### config.mk
export PLATFORM = sky130hd
export DESIGN_NAME = cluster_map_lru_cache_top
export DESIGN_NICKNAME = d
export VERILOG_FILES = /design/src/design/cmap_pkg.sv /design/src/design/cmap_cell.sv /design/src/design/cluster_map_lru_cache_top.sv
export VERILOG_INCLUDE_DIRS = /design/src /design/src/design
export SDC_FILE = /design/constraint.sdc
export NUM_CORES = 1
export LEC_CHECK = 0
export BUFFER_PORTS_ARGS = -buffer_cell sky130_fd_sc_hd__buf_2
export CORE_ASPECT_RATIO = 1.75
export CORE_MARGIN = 10
export CORE_UTILIZATION = 50
export CTS_BUF_LIST = sky130_fd_sc_hd__clkbuf_8 sky130_fd_sc_hd__clkbuf_16
export DETAILED_ROUTE_END_ITERATION = 7
export PLACE_DENSITY_LB_ADDON = 0.1
export SYNTH_ARGS = -nofsm -noshare
export SYNTH_HDL_FRONTEND = slang
export SYNTH_HIERARCHICAL = 1
export SYNTH_SLANG_ARGS = --single-unit
### constraint.sdc
create_clock -name clk_i -period 12.7 [get_ports clk_i]
set_clock_uncertainty 0.2 [all_clocks]
set_input_delay 2.54 -clock clk_i [delete_from_list [all_inputs] [get_ports clk_i]]
set_output_delay 2.54 -clock clk_i [all_outputs]
set_load 0.01 [all_outputs]
### src/design/assert_macros.svh
// Assertion macros used by the RTL top level.
`ifndef ASSERT_MACROS_SVH
`define ASSERT_MACROS_SVH
`ifndef ASSERT_OFF
`define ASSERT_AT(label, clk, rst_n, prop) \
  label: assert property (@(posedge clk) disable iff (!rst_n) prop) \
    else $error("assertion failed");
`define ASSERT_NEVER(label, clk, rst_n, cond) \
  label: assert property (@(posedge clk) disable iff (!rst_n) !(cond)) \
    else $error("forbidden condition seen");
`else
`define ASSERT_AT(label, clk, rst_n, prop)
`define ASSERT_NEVER(label, clk, rst_n, cond)
`endif
`endif

### src/design/cmap_pkg.sv
// Types shared by the cluster map cache cells and top level.
`timescale 1ns / 1ps
package cmap_pkg;

  typedef enum logic [1:0] {
    MODE_LOOKUP  = 2'd0,
    MODE_ADD     = 2'd1,
    MODE_INV_FILE = 2'd2,
    MODE_INV_DEV = 2'd3
  } mode_e;

  typedef struct packed {
    mode_e       mode;
    logic [15:0] device_id;
    logic [31:0] file_id;
    logic [15:0] cluster_key;
    logic [15:0] prior_cluster;
    logic [15:0] disk_cl;
  } in_t;

  typedef struct packed {
    logic        hit;
    logic        exact;
    logic [15:0] out_file_cl;
    logic [15:0] out_disk_cl;
    logic        conflict;
  } out_t;

  typedef struct packed {
    logic [15:0] device;
    logic [31:0] file;
    logic [15:0] file_cl;
    logic [15:0] disk_cl;
  } entry_t;

  // Per-cell command for the current cycle.
  typedef struct packed {
    logic shift;     // take the neighbor's entry (move-to-front)
    logic clr_file;  // empty the entry if it belongs to the request's file
    logic clr_dev;   // empty the entry if it belongs to the request's device
  } cell_ctrl_t;

  // Per-cell compare results against the current request.
  typedef struct packed {
    logic same_file;
    logic key_le;
    logic key_eq;
    logic disk_ne;
  } cell_flags_t;

endpackage

### src/design/cmap_cell.sv
// One list position of the cache: entry storage, compares and neighbor shift.
`timescale 1ns / 1ps
module cmap_cell (
  input  logic                 clk_i,
  input  logic                 rst_ni,
  input  cmap_pkg::entry_t     req_i,
  input  cmap_pkg::cell_ctrl_t ctrl_i,
  input  cmap_pkg::entry_t     prev_i,
  output cmap_pkg::entry_t     entry_o,
  output cmap_pkg::cell_flags_t flags_o
);

  logic [15:0] device_q, device_d;
  logic [31:0] file_q;
  logic [15:0] fc_q;
  logic [15:0] dc_q;
  logic        dev_match;

  assign dev_match = (device_q != 16'd0) && (device_q == req_i.device);

  assign flags_o.same_file = dev_match && (file_q == req_i.file);
  assign flags_o.key_le    = fc_q <= req_i.file_cl;
  assign flags_o.key_eq    = fc_q == req_i.file_cl;
  assign flags_o.disk_ne   = dc_q != req_i.disk_cl;

  always_comb begin
    device_d = device_q;
    if (ctrl_i.shift) begin
      device_d = prev_i.device;
    end else if ((ctrl_i.clr_file && flags_o.same_file) || (ctrl_i.clr_dev && dev_match)) begin
      device_d = 16'd0;
    end
  end

  always_ff @(posedge clk_i or negedge rst_ni) begin
    if (!rst_ni) begin
      device_q <= 16'd0;
    end else begin
      device_q <= device_d;
    end
  end

  always_ff @(posedge clk_i) begin
    if (ctrl_i.shift) begin
      file_q <= prev_i.file;
      fc_q   <= prev_i.file_cl;
      dc_q   <= prev_i.disk_cl;
    end
  end

  assign entry_o = '{device: device_q, file: file_q, file_cl: fc_q, disk_cl: dc_q};

endmodule

### src/design/cluster_map_lru_cache_top.sv
// Cluster map cache: move-to-front list of cells, scan sequencer and result register.
`timescale 1ns / 1ps
// Fully associative cache of (device, file, file cluster) -> disk cluster, kept as a
// move-to-front list in a chain of ENTRIES cells; cell 0 is the front. One transaction
// is worked at a time, and a new one is taken while the previous result still waits in
// the output register. A lookup scans every cell, one per cycle. An add scans until the
// first match among the first ENTRIES-1 cells, then in the apply state shifts the chain
// or clears the file. Both invalidates skip the scan and go straight to the apply state.
// The input takes the next transaction in the cycle after the result is loaded; while
// the output register is full and stalled, the finished result waits and the input
// stays stalled. A single scan pointer steps over the cells.
module cluster_map_lru_cache_top #(
  parameter int unsigned ENTRIES = 8
) (
  input  logic            clk_i,
  input  logic            rst_ni,
  input  logic            in_valid_i,
  output logic            in_stall_o,
  input  cmap_pkg::in_t   in_data_i,
  output logic            out_valid_o,
  input  logic            out_stall_i,
  output cmap_pkg::out_t  out_data_o
);

  `include "assert_macros.svh"

  localparam int unsigned IdxW = (ENTRIES > 1) ? $clog2(ENTRIES) : 1;
  localparam logic [IdxW-1:0] LastIdx = IdxW'(ENTRIES - 1);
  localparam logic [IdxW-1:0] AddLastIdx = IdxW'(ENTRIES - 2);

  typedef enum logic [1:0] {
    S_IDLE,
    S_SCAN,
    S_APPLY,
    S_DONE
  } state_e;

  state_e          state_q;
  cmap_pkg::in_t   req_q;
  logic [IdxW-1:0] k_q;
  logic [IdxW-1:0] pos_q;
  logic            found_q;
  logic            conflict_q;
  logic            hit_q;
  logic [15:0]     best_fc_q;
  logic [15:0]     best_dc_q;
  logic            out_valid_q;
  cmap_pkg::out_t  out_q;

  cmap_pkg::entry_t      req_entry;
  cmap_pkg::entry_t      entries   [ENTRIES];
  cmap_pkg::cell_flags_t flags     [ENTRIES];
  cmap_pkg::cell_ctrl_t  ctrl      [ENTRIES];
  cmap_pkg::entry_t      sel_entry;
  cmap_pkg::cell_flags_t sel_flags;

  logic            take;
  logic            add_match;
  logic            clr_file_cmd;
  logic            clr_dev_cmd;
  logic            mv_cmd;
  logic [IdxW-1:0] move_pos;
  logic            is_lookup;
  logic            is_add;
  logic            out_load;
  logic            in_acc;
  cmap_pkg::out_t  result;

  assign req_entry = '{device: req_q.device_id, file: req_q.file_id,
                       file_cl: req_q.cluster_key, disk_cl: req_q.disk_cl};

  assign is_lookup = req_q.mode == cmap_pkg::MODE_LOOKUP;
  assign is_add    = req_q.mode == cmap_pkg::MODE_ADD;

  // Cell 0 loads the request; a refreshed entry equals the request, so the same
  // shift serves both refresh and tail replacement.
  assign clr_file_cmd = (state_q == S_APPLY) &&
                        ((req_q.mode == cmap_pkg::MODE_INV_FILE) ||
                         (is_add && found_q && conflict_q));
  assign clr_dev_cmd  = (state_q == S_APPLY) && (req_q.mode == cmap_pkg::MODE_INV_DEV);
  assign mv_cmd       = (state_q == S_APPLY) && is_add && !(found_q && conflict_q);
  assign move_pos     = found_q ? pos_q : LastIdx;

  for (genvar g = 0; g < ENTRIES; g++) begin : g_cell
    assign ctrl[g] = '{shift: mv_cmd && (IdxW'(g) <= move_pos),
                       clr_file: clr_file_cmd, clr_dev: clr_dev_cmd};
    if (g == 0) begin : g_head
      cmap_cell u_cell (
        .clk_i   (clk_i),
        .rst_ni  (rst_ni),
        .req_i   (req_entry),
        .ctrl_i  (ctrl[g]),
        .prev_i  (req_entry),
        .entry_o (entries[g]),
        .flags_o (flags[g])
      );
    end else begin : g_body
      cmap_cell u_cell (
        .clk_i   (clk_i),
        .rst_ni  (rst_ni),
        .req_i   (req_entry),
        .ctrl_i  (ctrl[g]),
        .prev_i  (entries[g-1]),
        .entry_o (entries[g]),
        .flags_o (flags[g])
      );
    end
  end

  assign sel_entry = entries[k_q];
  assign sel_flags = flags[k_q];

  assign take      = sel_flags.same_file && sel_flags.key_le &&
                     (sel_entry.file_cl > best_fc_q);
  assign add_match = sel_flags.same_file && sel_flags.key_eq;

  assign out_load  = (state_q == S_DONE) && (!out_valid_q || !out_stall_i);
  assign in_acc    = in_valid_i && !in_stall_o;

  always_comb begin
    result = '0;
    if (is_lookup) begin
      result.hit         = hit_q;
      result.exact       = hit_q && (best_fc_q == req_q.cluster_key);
      result.out_file_cl = best_fc_q;
      result.out_disk_cl = best_dc_q;
    end else if (is_add) begin
      result.conflict = found_q && conflict_q;
    end
  end

  always_ff @(posedge clk_i or negedge rst_ni) begin
    if (!rst_ni) begin
      state_q     <= S_IDLE;
      req_q       <= '0;
      k_q         <= '0;
      pos_q       <= '0;
      found_q     <= 1'b0;
      conflict_q  <= 1'b0;
      hit_q       <= 1'b0;
      best_fc_q   <= '0;
      best_dc_q   <= '0;
      out_valid_q <= 1'b0;
      out_q       <= '0;
    end else begin
      if (out_load) begin
        out_valid_q <= 1'b1;
        out_q       <= result;
      end else if (out_valid_q && !out_stall_i) begin
        out_valid_q <= 1'b0;
      end
      unique case (state_q)
        S_IDLE: begin
          if (in_valid_i) begin
            req_q      <= in_data_i;
            k_q        <= '0;
            found_q    <= 1'b0;
            conflict_q <= 1'b0;
            hit_q      <= 1'b0;
            best_fc_q  <= in_data_i.prior_cluster;
            best_dc_q  <= in_data_i.disk_cl;
            if ((in_data_i.mode == cmap_pkg::MODE_LOOKUP) ||
                (in_data_i.mode == cmap_pkg::MODE_ADD)) begin
              state_q <= S_SCAN;
            end else begin
              state_q <= S_APPLY;
            end
          end
        end
        S_SCAN: begin
          k_q <= k_q + 1'b1;
          if (is_lookup) begin
            if (take) begin
              hit_q     <= 1'b1;
              best_fc_q <= sel_entry.file_cl;
              best_dc_q <= sel_entry.disk_cl;
            end
            if (k_q == LastIdx) begin
              state_q <= S_DONE;
            end
          end else begin
            // tail position is never compared
            if (add_match) begin
              found_q    <= 1'b1;
              pos_q      <= k_q;
              conflict_q <= sel_flags.disk_ne;
              state_q    <= S_APPLY;
            end else if (k_q == AddLastIdx) begin
              state_q <= S_APPLY;
            end
          end
        end
        S_APPLY: begin
          state_q <= S_DONE;
        end
        S_DONE: begin
          if (out_load) begin
            state_q <= S_IDLE;
          end
        end
        default: begin
          state_q <= S_IDLE;
        end
      endcase
    end
  end

  assign in_stall_o  = state_q != S_IDLE;
  assign out_valid_o = out_valid_q;
  assign out_data_o  = out_q;

  `ASSERT_AT(a_accept_busy, clk_i, rst_ni, in_acc |=> state_q == S_SCAN || state_q == S_APPLY)
  `ASSERT_NEVER(a_one_cell_cmd, clk_i, rst_ni, !$onehot0({mv_cmd, clr_file_cmd, clr_dev_cmd}))
  `ASSERT_NEVER(a_exact_needs_hit, clk_i, rst_ni, out_valid_o && out_data_o.exact && !out_data_o.hit)
  `ASSERT_NEVER(a_hit_xor_conflict, clk_i, rst_ni, out_valid_o && out_data_o.hit && out_data_o.conflict)

endmodule

Yosys cells after proc, flatten, opt, wreduce, memory -nomap -nowiden
Cells that the tools add are included.
W data, S select, Z words.
{"block": "op_classes", "addsub": 1, "n_mul": 0, "div": 0, "magnitude_cmp": 18, "n_eq_ne": 50, "shifts": 0, "muxes": 56, "bitwise_logic": 2, "reduce_logical": 95}
{"operator": "$mux W16", "n": 22}
{"operator": "$eq A16 B16 Y1", "n": 17}
{"operator": "$eq A32 B32 Y1", "n": 8}
{"operator": "$bmux W80 S3", "n": 1}
{"operator": "$le A16 B16 Y1", "n": 8}
{"operator": "$ne A16 B16 Y1", "n": 8}
{"operator": "$reduce_bool A16 Y1", "n": 8}
{"operator": "$mux W32", "n": 2}
{"operator": "$pmux W16 S2", "n": 2}
{"operator": "$logic_and A1 B1 Y1", "n": 53}
{"operator": "$mux W34", "n": 1}
{"operator": "$reduce_bool A2 Y1", "n": 11}
{"operator": "$gt A16 B16 Y1", "n": 1}
{"operator": "$mux W2", "n": 7}
{"operator": "$bmux W4 S3", "n": 1}
{"operator": "$le A3 B3 Y1 const A", "n": 4}
{"operator": "$ne A2 B2 Y1 const B", "n": 6}
{"operator": "$reduce_and A4 Y1", "n": 3}
{"operator": "$logic_or A1 B1 Y1", "n": 11}
{"operator": "$mux W1", "n": 11}
{"operator": "$eq A2 B2 Y1 const B", "n": 4}
{"operator": "$mux W4", "n": 2}
{"operator": "$pmux W2 S4", "n": 1}
{"operator": "$eq A2 B1 Y1 const B", "n": 3}
{"operator": "other kinds (16)", "n": 27}
{"block": "totals", "register_bits": 801, "latch_bits": 0, "mem_bits_rw": 0, "romBits": 0, "inputBits": 102, "output_inout_bits": 37, "word_cells": 273, "memories": 0}

Depth between registers and ports, before layout
Gate-level depths: netlist of the first run.
{"block": "depth", "ltp_word": 11, "mapped_depth": 16, "depth_no_buf": 14}

By module
Netlist of the first run, hierarchy kept.
{"module": "cmap_cell", "instances": 8, "cells_per_inst": 249, "area_per_inst_um2": 3654.8, "seq_area_each_um2": 2322.2}
{"module": "cluster_map_lru_cache_top", "instances": 1, "cells_per_inst": 836, "area_per_inst_um2": 9601.7, "seq_area_each_um2": 4028.9}

Worst setup path before layout of the first run
No wires, ideal clock.
{"block": "synth_timing", "path_type": "register to register", "start": "register state_q[0]", "end": "register g_cell[7].g_body.u_cell.device_q[10]", "setup_ns": 0.121, "t_arrival_ns": 10.322, "t_required_ns": 12.379, "path_slack_ns": 2.057, "stages_incl_launch_ff": 12, "path_buffers": 2, "period_less_slack_ns": 10.643, "cell_sequence": "dfrtp_1 > inv_1 > ha_1 > nand2_1 > a21oi_1 > nand2_1 > a21oi_1 > and2_1 > buf_1 > a221oi_2 > buf_6 > a22o_1"}
{"element": "start, declared", "line": "cluster_map_lru_cache_top.sv:38", "source": "state_e state_q;"}
{"element": "start signal, assigned", "line": "cluster_map_lru_cache_top.sv:134", "source": "state_q <= S_IDLE;"}
{"element": "start signal, assigned", "line": "cluster_map_lru_cache_top.sv:164", "source": "state_q <= S_SCAN;"}
{"element": "start signal, assigned", "line": "cluster_map_lru_cache_top.sv:166", "source": "state_q <= S_APPLY;"}
{"element": "end signal, assigned", "line": "cmap_cell.sv:39", "source": "device_q <= device_d;"}
{"element": "end, declared", "line": "cmap_cell.sv:13", "source": "logic [15:0] device_q, device_d;"}

==> key figures, run 1 <==
Synthesis
  • Yosys reg bits: between 800 and 900
  • Post-synth cell types: around 50
  • Cells after Synth: 2828
  • Post-synth EDFFs: 512
  • Synth Warn #: 6
  • Cell taking the most area after synthesis: edfxtp_1
  • Register area share after synthesis: 0.582
  • Dominant cells by area after synthesis: edfxtp_1, dfrtp_1, xor2_1
  • Ys async rst share: 0.361
  • Synth Cell Area: 38800 um2
  • Top cell type's share of synthesized area: 0.396
  • Synthesized area per cell: approximately 14 um2
  • Ys flop type: edfxtp_1
  • Syn_nets: between 3k and 4k

Finish
  • Commonest non-fill, non-tap cells in the layout: xor2_1, edfxtp_1, dfrtp_1, nor4_1, inv_1
  • Nets: between 3k and 4k
  • Fin area: 43100 um2
  • Util after Layout: 0.558
  • Layout area overhead: 10.9%
  • Share of cells above drive strength 1: 0.159
  • Post-route insts no fill: 4065
  • Most common cell after layout, fill and taps aside: xor2_1
  • Diodes inserted: 0

Clock network
  • CTS resizes: 0
  • CTS Buf Count: 76
  • Postcts setup bufs: 0
  • Hold Buf Count CTS: 0
  • Longest Clk Path Bufs: 3
  • Clock sinks: 801
  • Max H-tree Level: 3
  • TritonCTS clock tree: built
  • Clk_lat worst skew: 0.65 ns
  • Clk pin slew, worst setup/hold paths: roughly 0.070 ns
  • Root Driver: clkbuf_16

Worst setup path
  • Crit end category: flop
  • Crit-path slowest cell: buf_4
  • Reg-to-Reg End: g_cell[3].g_body.u_cell/device_q[11]$_DFFE_PN0P_
  • FF-to-FF setup slack: around 7.4 ns
  • R2R cell count: 10
  • Worst Path Arrival: 5.59 ns
  • CP cell instances: inv_1 > ha_1 > nand2_1 > a21oi_4 > buf_4 > o21a_4 > o21a_4 > buf_4 > a221oi_2 > a22o_1
  • Crit. Startpoint: state_q[0]$_DFFE_PN0P_
  • Crit start category: flop
  • Class of the most critical setup path: flop to flop
  • Origin of the critical flop-to-flop path: state_q[0]$_DFFE_PN0P_
  • Largest stage delay on the critical path: 0.79 ns
  • Worst path bufs/invs: 3
  • Crit Path Max Fanout: 65
  • CP required: 13.03 ns
  • Top delay family on crit path: compound AO/OA/AOI/OAI gates

Power and ir drop
  • Max IR drop VDD: 0.150 mV
  • Cell area power density: 252 nW/um2
  • Power Total: around 11 mW
  • Leak: approximately 18 nW

Timing
  • Hold Fails Final Rpt: 0
  • FMAX: between 150 and 200 MHz
  • Worst relative slew slack: 0.205
  • PnR worst setup slack: 7.43 ns
  • Final hold slack: between 0.2 and 0.3 ns
  • RSZ-0062 raised after global routing: false
  • Crit share post-route: 0.415
  • Min cycle time layout: about 5.3 ns
  • Slew Limit Fails: 0
  • Final setup fails: 0
  • Slew @ Worst Pin: 1.19 ns
  • Setup tns final: 0 ns

Detailed routing
  • DRT iter0 DRCs: 1387
  • Total wire length: about 97000 um
  • DRC violations left: 0
  • Routed vias: 23.7k
  • Drt via density: 5.82
  • Routed WL per cell: 23.8 um
  • DRT antenna net count: 0
  • Drt first pass iters: 5

Die
  • Die Area: 89700 um2
  • Starting Density: 0.503
  • I/O pins: ~140
  • Core Footprint: 77200 um2
  • Die Ht: 389 um
  • DIE WIDTH: 231 um
  • Row cnt: between 100 and 150

Global routing
  • GRT Total Usage: 0.216
  • Largest net degree at the start of global routing: 75
  • Congestion Overflow GR: 0
  • First-pass GRT wire length: 150000 um
  • Number of global-route vias before repair: 25.5k
  • Antenna violations before repair: 2

Worst hold path
  • Worst Hold End: g_cell[6].g_body.u_cell/file_q[15]$_DFFE_PP_
  • Hold_sp: g_cell[5].g_body.u_cell/file_q[15]$_DFFE_PP_
  • Worst hold path type: flop to flop
  • Hold path cells: 0

Place
  • Placed instance count: roughly 4k
  • GP Congestion: 0.876
  • Placed inst area: between 40000 and 50000 um2
  • PortBufs: roughly 140
  • Final HPWL DP: 71700 um
  • DP Worst Slack: 7.36 ns

Job
  • Number of max-cap violations: 0

Status
  • Outcome: complete, no violations
-- flip-flops by register name (all words and copies together) (netlist names), 3 cells and up --
signal	count
k_q	3
g_cell.g_body.u_cell/device_q	112
g_cell.g_body.u_cell/file_q	224
pos_q	3
g_cell.g_body.u_cell/dc_q	112
g_cell.g_head.u_cell/device_q	16
best_fc_q	16
out_data_o	35
g_cell.g_head.u_cell/dc_q	16
g_cell.g_body.u_cell/fc_q	112
g_cell.g_head.u_cell/file_q	32
best_dc_q	16
req_entry	80
g_cell.g_head.u_cell/fc_q	16
-- routing by layer --
layer / share of wire / vias up / track usage
li1: - / 10867 / -
met1: 0.37 / 11965 / 0.236
met2: 0.53 / 629 / 0.394
met3: 0.045 / 190 / 0.0371
met4: 0.051 / 2 / 0.112
met5: 0.00015 / - / 0
-- final cells by class --
class / count / area [um2]
Clock inverter: 49 / 352
Fill cell: 6393 / 34100
Inverter: 160 / 602
Timing Repair Buffer: 163 / 888
Clock buffer: 89 / 2100
Multi-Input combinational cell: 1776 / 15200
Sequential cell: 801 / 22600
Tap cell: 1027 / 1280
-- cells in the mapped netlist (4+ instances only) --
cell      number
mux2_2        86
nor2b_1       10
o31ai_1       15
a21o_1        33
xor2_1       524
a211oi_2      13
mux4_2        72
and4_1        16
a211o_1        8
buf_4          6
inv_1        160
o21a_1        21
a21oi_1       64
nand2b_1       5
nor4_4         8
nand4_1       55
nor3_1        15
edfxtp_1     512
o22ai_1       31
buf_2          7
a221oi_2       8
mux2i_1       19
ha_1         151
and3_1         9
nand3_1       22
nand2_1      164
xnor2_1        4
buf_6         12
o21ai_0       58
dfrtp_1      289
buf_1         11
nor2_1        34
a21boi_0       9
clkbuf_1      55
nor4_1       175
a22o_1       128
-- report_power, final --
part | internal [mW] | switching (mW)
Clock | 1.26 | 0.987
Combinational | 1.68 | 2.05
Sequential | 3.68 | 1.19
Total | 6.62 | 4.23
-- cell families after synthesis --
family,Yosys count,synth area share
buffers and inverters,251,0.0274
and+or+nand+nor,515,0.0731
muxes,177,0.0716
xor gates and xnor gates,528,0.119
AOI/OAI and AO/OA,405,0.0782
adders and majority gates,151,0.0486
DFF,801,0.582
-- worst max-delay path by stage --
| stage | end | slack (ns) | cells past startpoint |
|---|---|---|---|
| floorplan | g_cell[7].g_body.u_cell/device_q[10]$_DFFE_PN0P_ | 2.06 | 11 |
| global route | g_cell[3].g_body.u_cell/device_q[11]$_DFFE_PN0P_ | 7.08 | 10 |
| detailed placement | g_cell[3].g_body.u_cell/device_q[11]$_DFFE_PN0P_ | 7.36 | 10 |
| global placement | g_cell[3].g_body.u_cell/device_q[10]$_DFFE_PN0P_ | 7.47 | 10 |
| CTS | g_cell[3].g_body.u_cell/device_q[11]$_DFFE_PN0P_ | 7.37 | 10 |
| finish | g_cell[3].g_body.u_cell/device_q[11]$_DFFE_PN0P_ | 7.43 | 10 |
(Power assumes the default switching activity.)
==> run 2: changes to the inputs <==
- ABC_AREA: not set -> 1
- clock period: 12.7 -> 5.1 ns (I/O delays scaled with it)
==> key figures, run 2 <==
Status
  • Outcome: complete, no violations

Clock network
  • Clk_lat worst skew: 0.66 ns
  • Root Driver: clkbuf_16
  • TritonCTS clock tree: built
  • Max H-tree Level: 3
  • Longest Clk Path Bufs: 3
  • Clk pin slew, worst setup/hold paths: 0.06 ns
  • Hold Buf Count CTS: 0
  • Clock sinks: 801
  • CTS Buf Count: just under 80
  • Postcts setup bufs: 0
  • CTS resizes: 0

Finish
  • Layout area overhead: 10.4%
  • Share of cells above drive strength 1: 0.0763
  • Most common cell after layout, fill and taps aside: nand2_1
  • Multi-input gate area: roughly 18000 um2
  • Nets: 5456
  • Max FFs per register: 224
  • Reg with most FFs: g_cell.g_body.u_cell/file_q
  • Fin area: 47900 um2
  • Util after Layout: 0.558
  • Reg area: 22600 um2
  • # fillers: 7990
  • Commonest non-fill, non-tap cells in the layout: nand2_1, nor2_1, inv_1, edfxtp_1, dfrtp_1

Worst setup path
  • Crit path top cell by count: nand2_1
  • Crit start category: flop
  • CP cell instances: inv_2 > o21ai_0 > o22ai_1 > nand2_1 > nand2_1 > ha_1 > a21oi_1 > o21ai_0 > a21oi_1 > nand2_1 > nand2_2 > nand2_4 > nand2_4 > nand2_1 > nand2_1
  • Crit. Startpoint: k_q[1]$_DFFE_PN0P_
  • Worst Path Arrival: 4.54 ns
  • Crit-path slowest cell: inv_2
  • Class of the most critical setup path: flop to flop
  • CP required: ~5.4 ns
  • Largest stage delay on the critical path: 0.67 ns
  • Crit Path Max Fanout: 40
  • Crit end category: flop
  • Origin of the critical flop-to-flop path: k_q[1]$_DFFE_PN0P_
  • R2R cell count: 15

Die
  • Core Footprint: around 86000 um2
  • Die Area: a little under 100000 um2
  • Starting Density: 0.506
  • Row cnt: 142
  • I/O pins: 139
  • Die Ht: 410 um
  • DIE WIDTH: 243 um

Synthesis
  • Post-synth cell types: 43
  • Yosys reg bits: 801
  • Cells after Synth: 5075
  • Syn_nets: 5328
  • Ys flop type: edfxtp_1
  • Cell taking the most area after synthesis: edfxtp_1
  • Synth cell count leaders: nand2_1, nor2_1, inv_1
  • Dominant cells by area after synthesis: edfxtp_1, dfrtp_1, nand2_1
  • Post-synth EDFFs: 512
  • Top cell type's share of synthesized area: 0.354
  • Ys async rst share: 0.361
  • Synthesized area per cell: about 8.6 um2
  • Top-count cell post-synth: nand2_1
  • Synth Warn #: 6
  • Synth Cell Area: 43400 um2
  • Register area share after synthesis: 0.521

Timing
  • Crit share post-route: 0.824
  • Slew @ Worst Pin: approximately 1.1 ns
  • Setup tns final: 0 ns
  • FMAX: 238 MHz
  • RSZ-0062 raised after global routing: false
  • Hold Fails Final Rpt: 0
  • Final setup fails: 0
  • Min cycle time layout: 4.20 ns
  • Slew Limit Fails: 0
  • Worst relative slew slack: 0.247
  • PnR worst setup slack: roughly 0.9 ns

Detailed routing
  • Drt first pass iters: 5
  • Drt via density: between 5 and 6
  • Routed WL per cell: 17.8 um
  • Total wire length: 115000 um
  • Routed vias: approximately 32k
  • DRT iter0 DRCs: 1806
  • DRT antenna net count: 0
  • DRC violations left: 0

Worst hold path
  • Worst hold path type: input pin to asynchronous set/reset pin

Global routing
  • Largest net degree at the start of global routing: 109
  • M1 GR Usage: 0.237
  • GR Util met2: 0.451
  • GRT Total Usage: 0.231
  • M3 GR Usage: 0.0296
  • Congestion Overflow GR: 0
  • Number of global-route vias before repair: 32.9k
  • First-pass GRT wire length: 181000 um
  • Most used routing layer: met2
  • Antenna violations before repair: 5

Place
  • Placed inst area: 45200 um2
  • DP Worst Slack: 0.894 ns
  • GP Congestion: about 0.86
  • Final HPWL DP: roughly 83000 um
  • PortBufs: between 100 and 150

Power and ir drop
  • Cell area power density: 572 nW/um2
  • Power Total: approximately 27 mW
  • Leak: ~22 nW
  • Max IR drop VDD: 0.346 mV

Job
  • Number of max-cap violations: 0
==> run 2: changes by cell type in the layout (fill, tap and decap cells not counted), sizes merged, moves of 86 or more <==
cell   delta
nand3   +215
o21ai   +129
xor2    -397
nor2    +621
nor4    -165
xnor2   +145
a22o    -128
inv     +432
mux2     -86
nand2  +1571
==> run 2: through the flow <==
stage / std cells / hold slack (ns)
5_1_grt: 6420 / 0.107
3_5_place_dp: 6275 / 0.254
6_report: 6421 / 0.108
2_1_floorplan: 5075 / 0.242
4_1_cts: 6420 / 0.0767
3_3_place_gp: 6275 / 0.249
==> run 2: cell type report <==
type                            instances  share of cell area
Antenna cell                            1           0.0000523
Clock buffer                           90              0.0447
Clock inverter                         55              0.0115
Inverter                              591              0.0465
Multi-Input combinational cell       3553               0.373
Sequential cell                       801               0.472
Tap cell                             1152              0.0301
Timing Repair Buffer                  178              0.0222
==> run 2: worst paths after layout <==
path | to | slack [ns]
worst max-delay path | best_dc_q[2]$_DFFE_PN0P_ | 0.90
worst min register to register | g_cell[2].g_body.u_cell/file_q[12]$_DFFE_PP_ | 0.26
worst min-delay path | req_entry[26]$_DFFE_PN0P_ | 0.11
worst max register to register | best_dc_q[2]$_DFFE_PN0P_ | 0.90
min in group clk_i | g_cell[2].g_body.u_cell/file_q[12]$_DFFE_PP_ | 0.26
max in group asynchronous | g_cell[3].g_body.u_cell/device_q[10]$_DFFE_PN0P_ | 3.51
==> run 2: metal layers <==
| layer | up-vias | part of all wire |
|---|---|---|
| met5 | - | 0.000061 |
| met4 | 2 | 0.046 |
| met3 | 237 | 0.035 |
| met2 | 608 | 0.56 |
| met1 | 15136 | 0.36 |
| li1 | 16475 | - |
==> run 2: power by group <==
group          switching, mW  internal (mW)
clock network           2.59           3.56
logic                   6.68           3.78
registers               2.25           8.55
==> run 2: cell families (layout without fill, tap and decap cells) <==
group                      after synthesis  after routing  synth area share
and+or+nand+nor                       2733           2733             0.258
DFF                                    801            801             0.521
buffers and inverters                  721            914            0.0691
AOI/OAI and AO/OA                      393            393            0.0531
xor gates and xnor gates               276            276            0.0557
adders and majority gates              151            151            0.0435
other                                    0              1                 0
==> run 2: critical path: cells and delay by family, from the launching register on <==
kind | cells | cell delay (ns)
AOI/OAI and AO/OA | 5 | 1.00
adders and majority gates | 1 | 0.16
buffers and inverters | 1 | 0.67
DFF | 1 | 0.59
and+or+nand+nor | 8 | 1.43
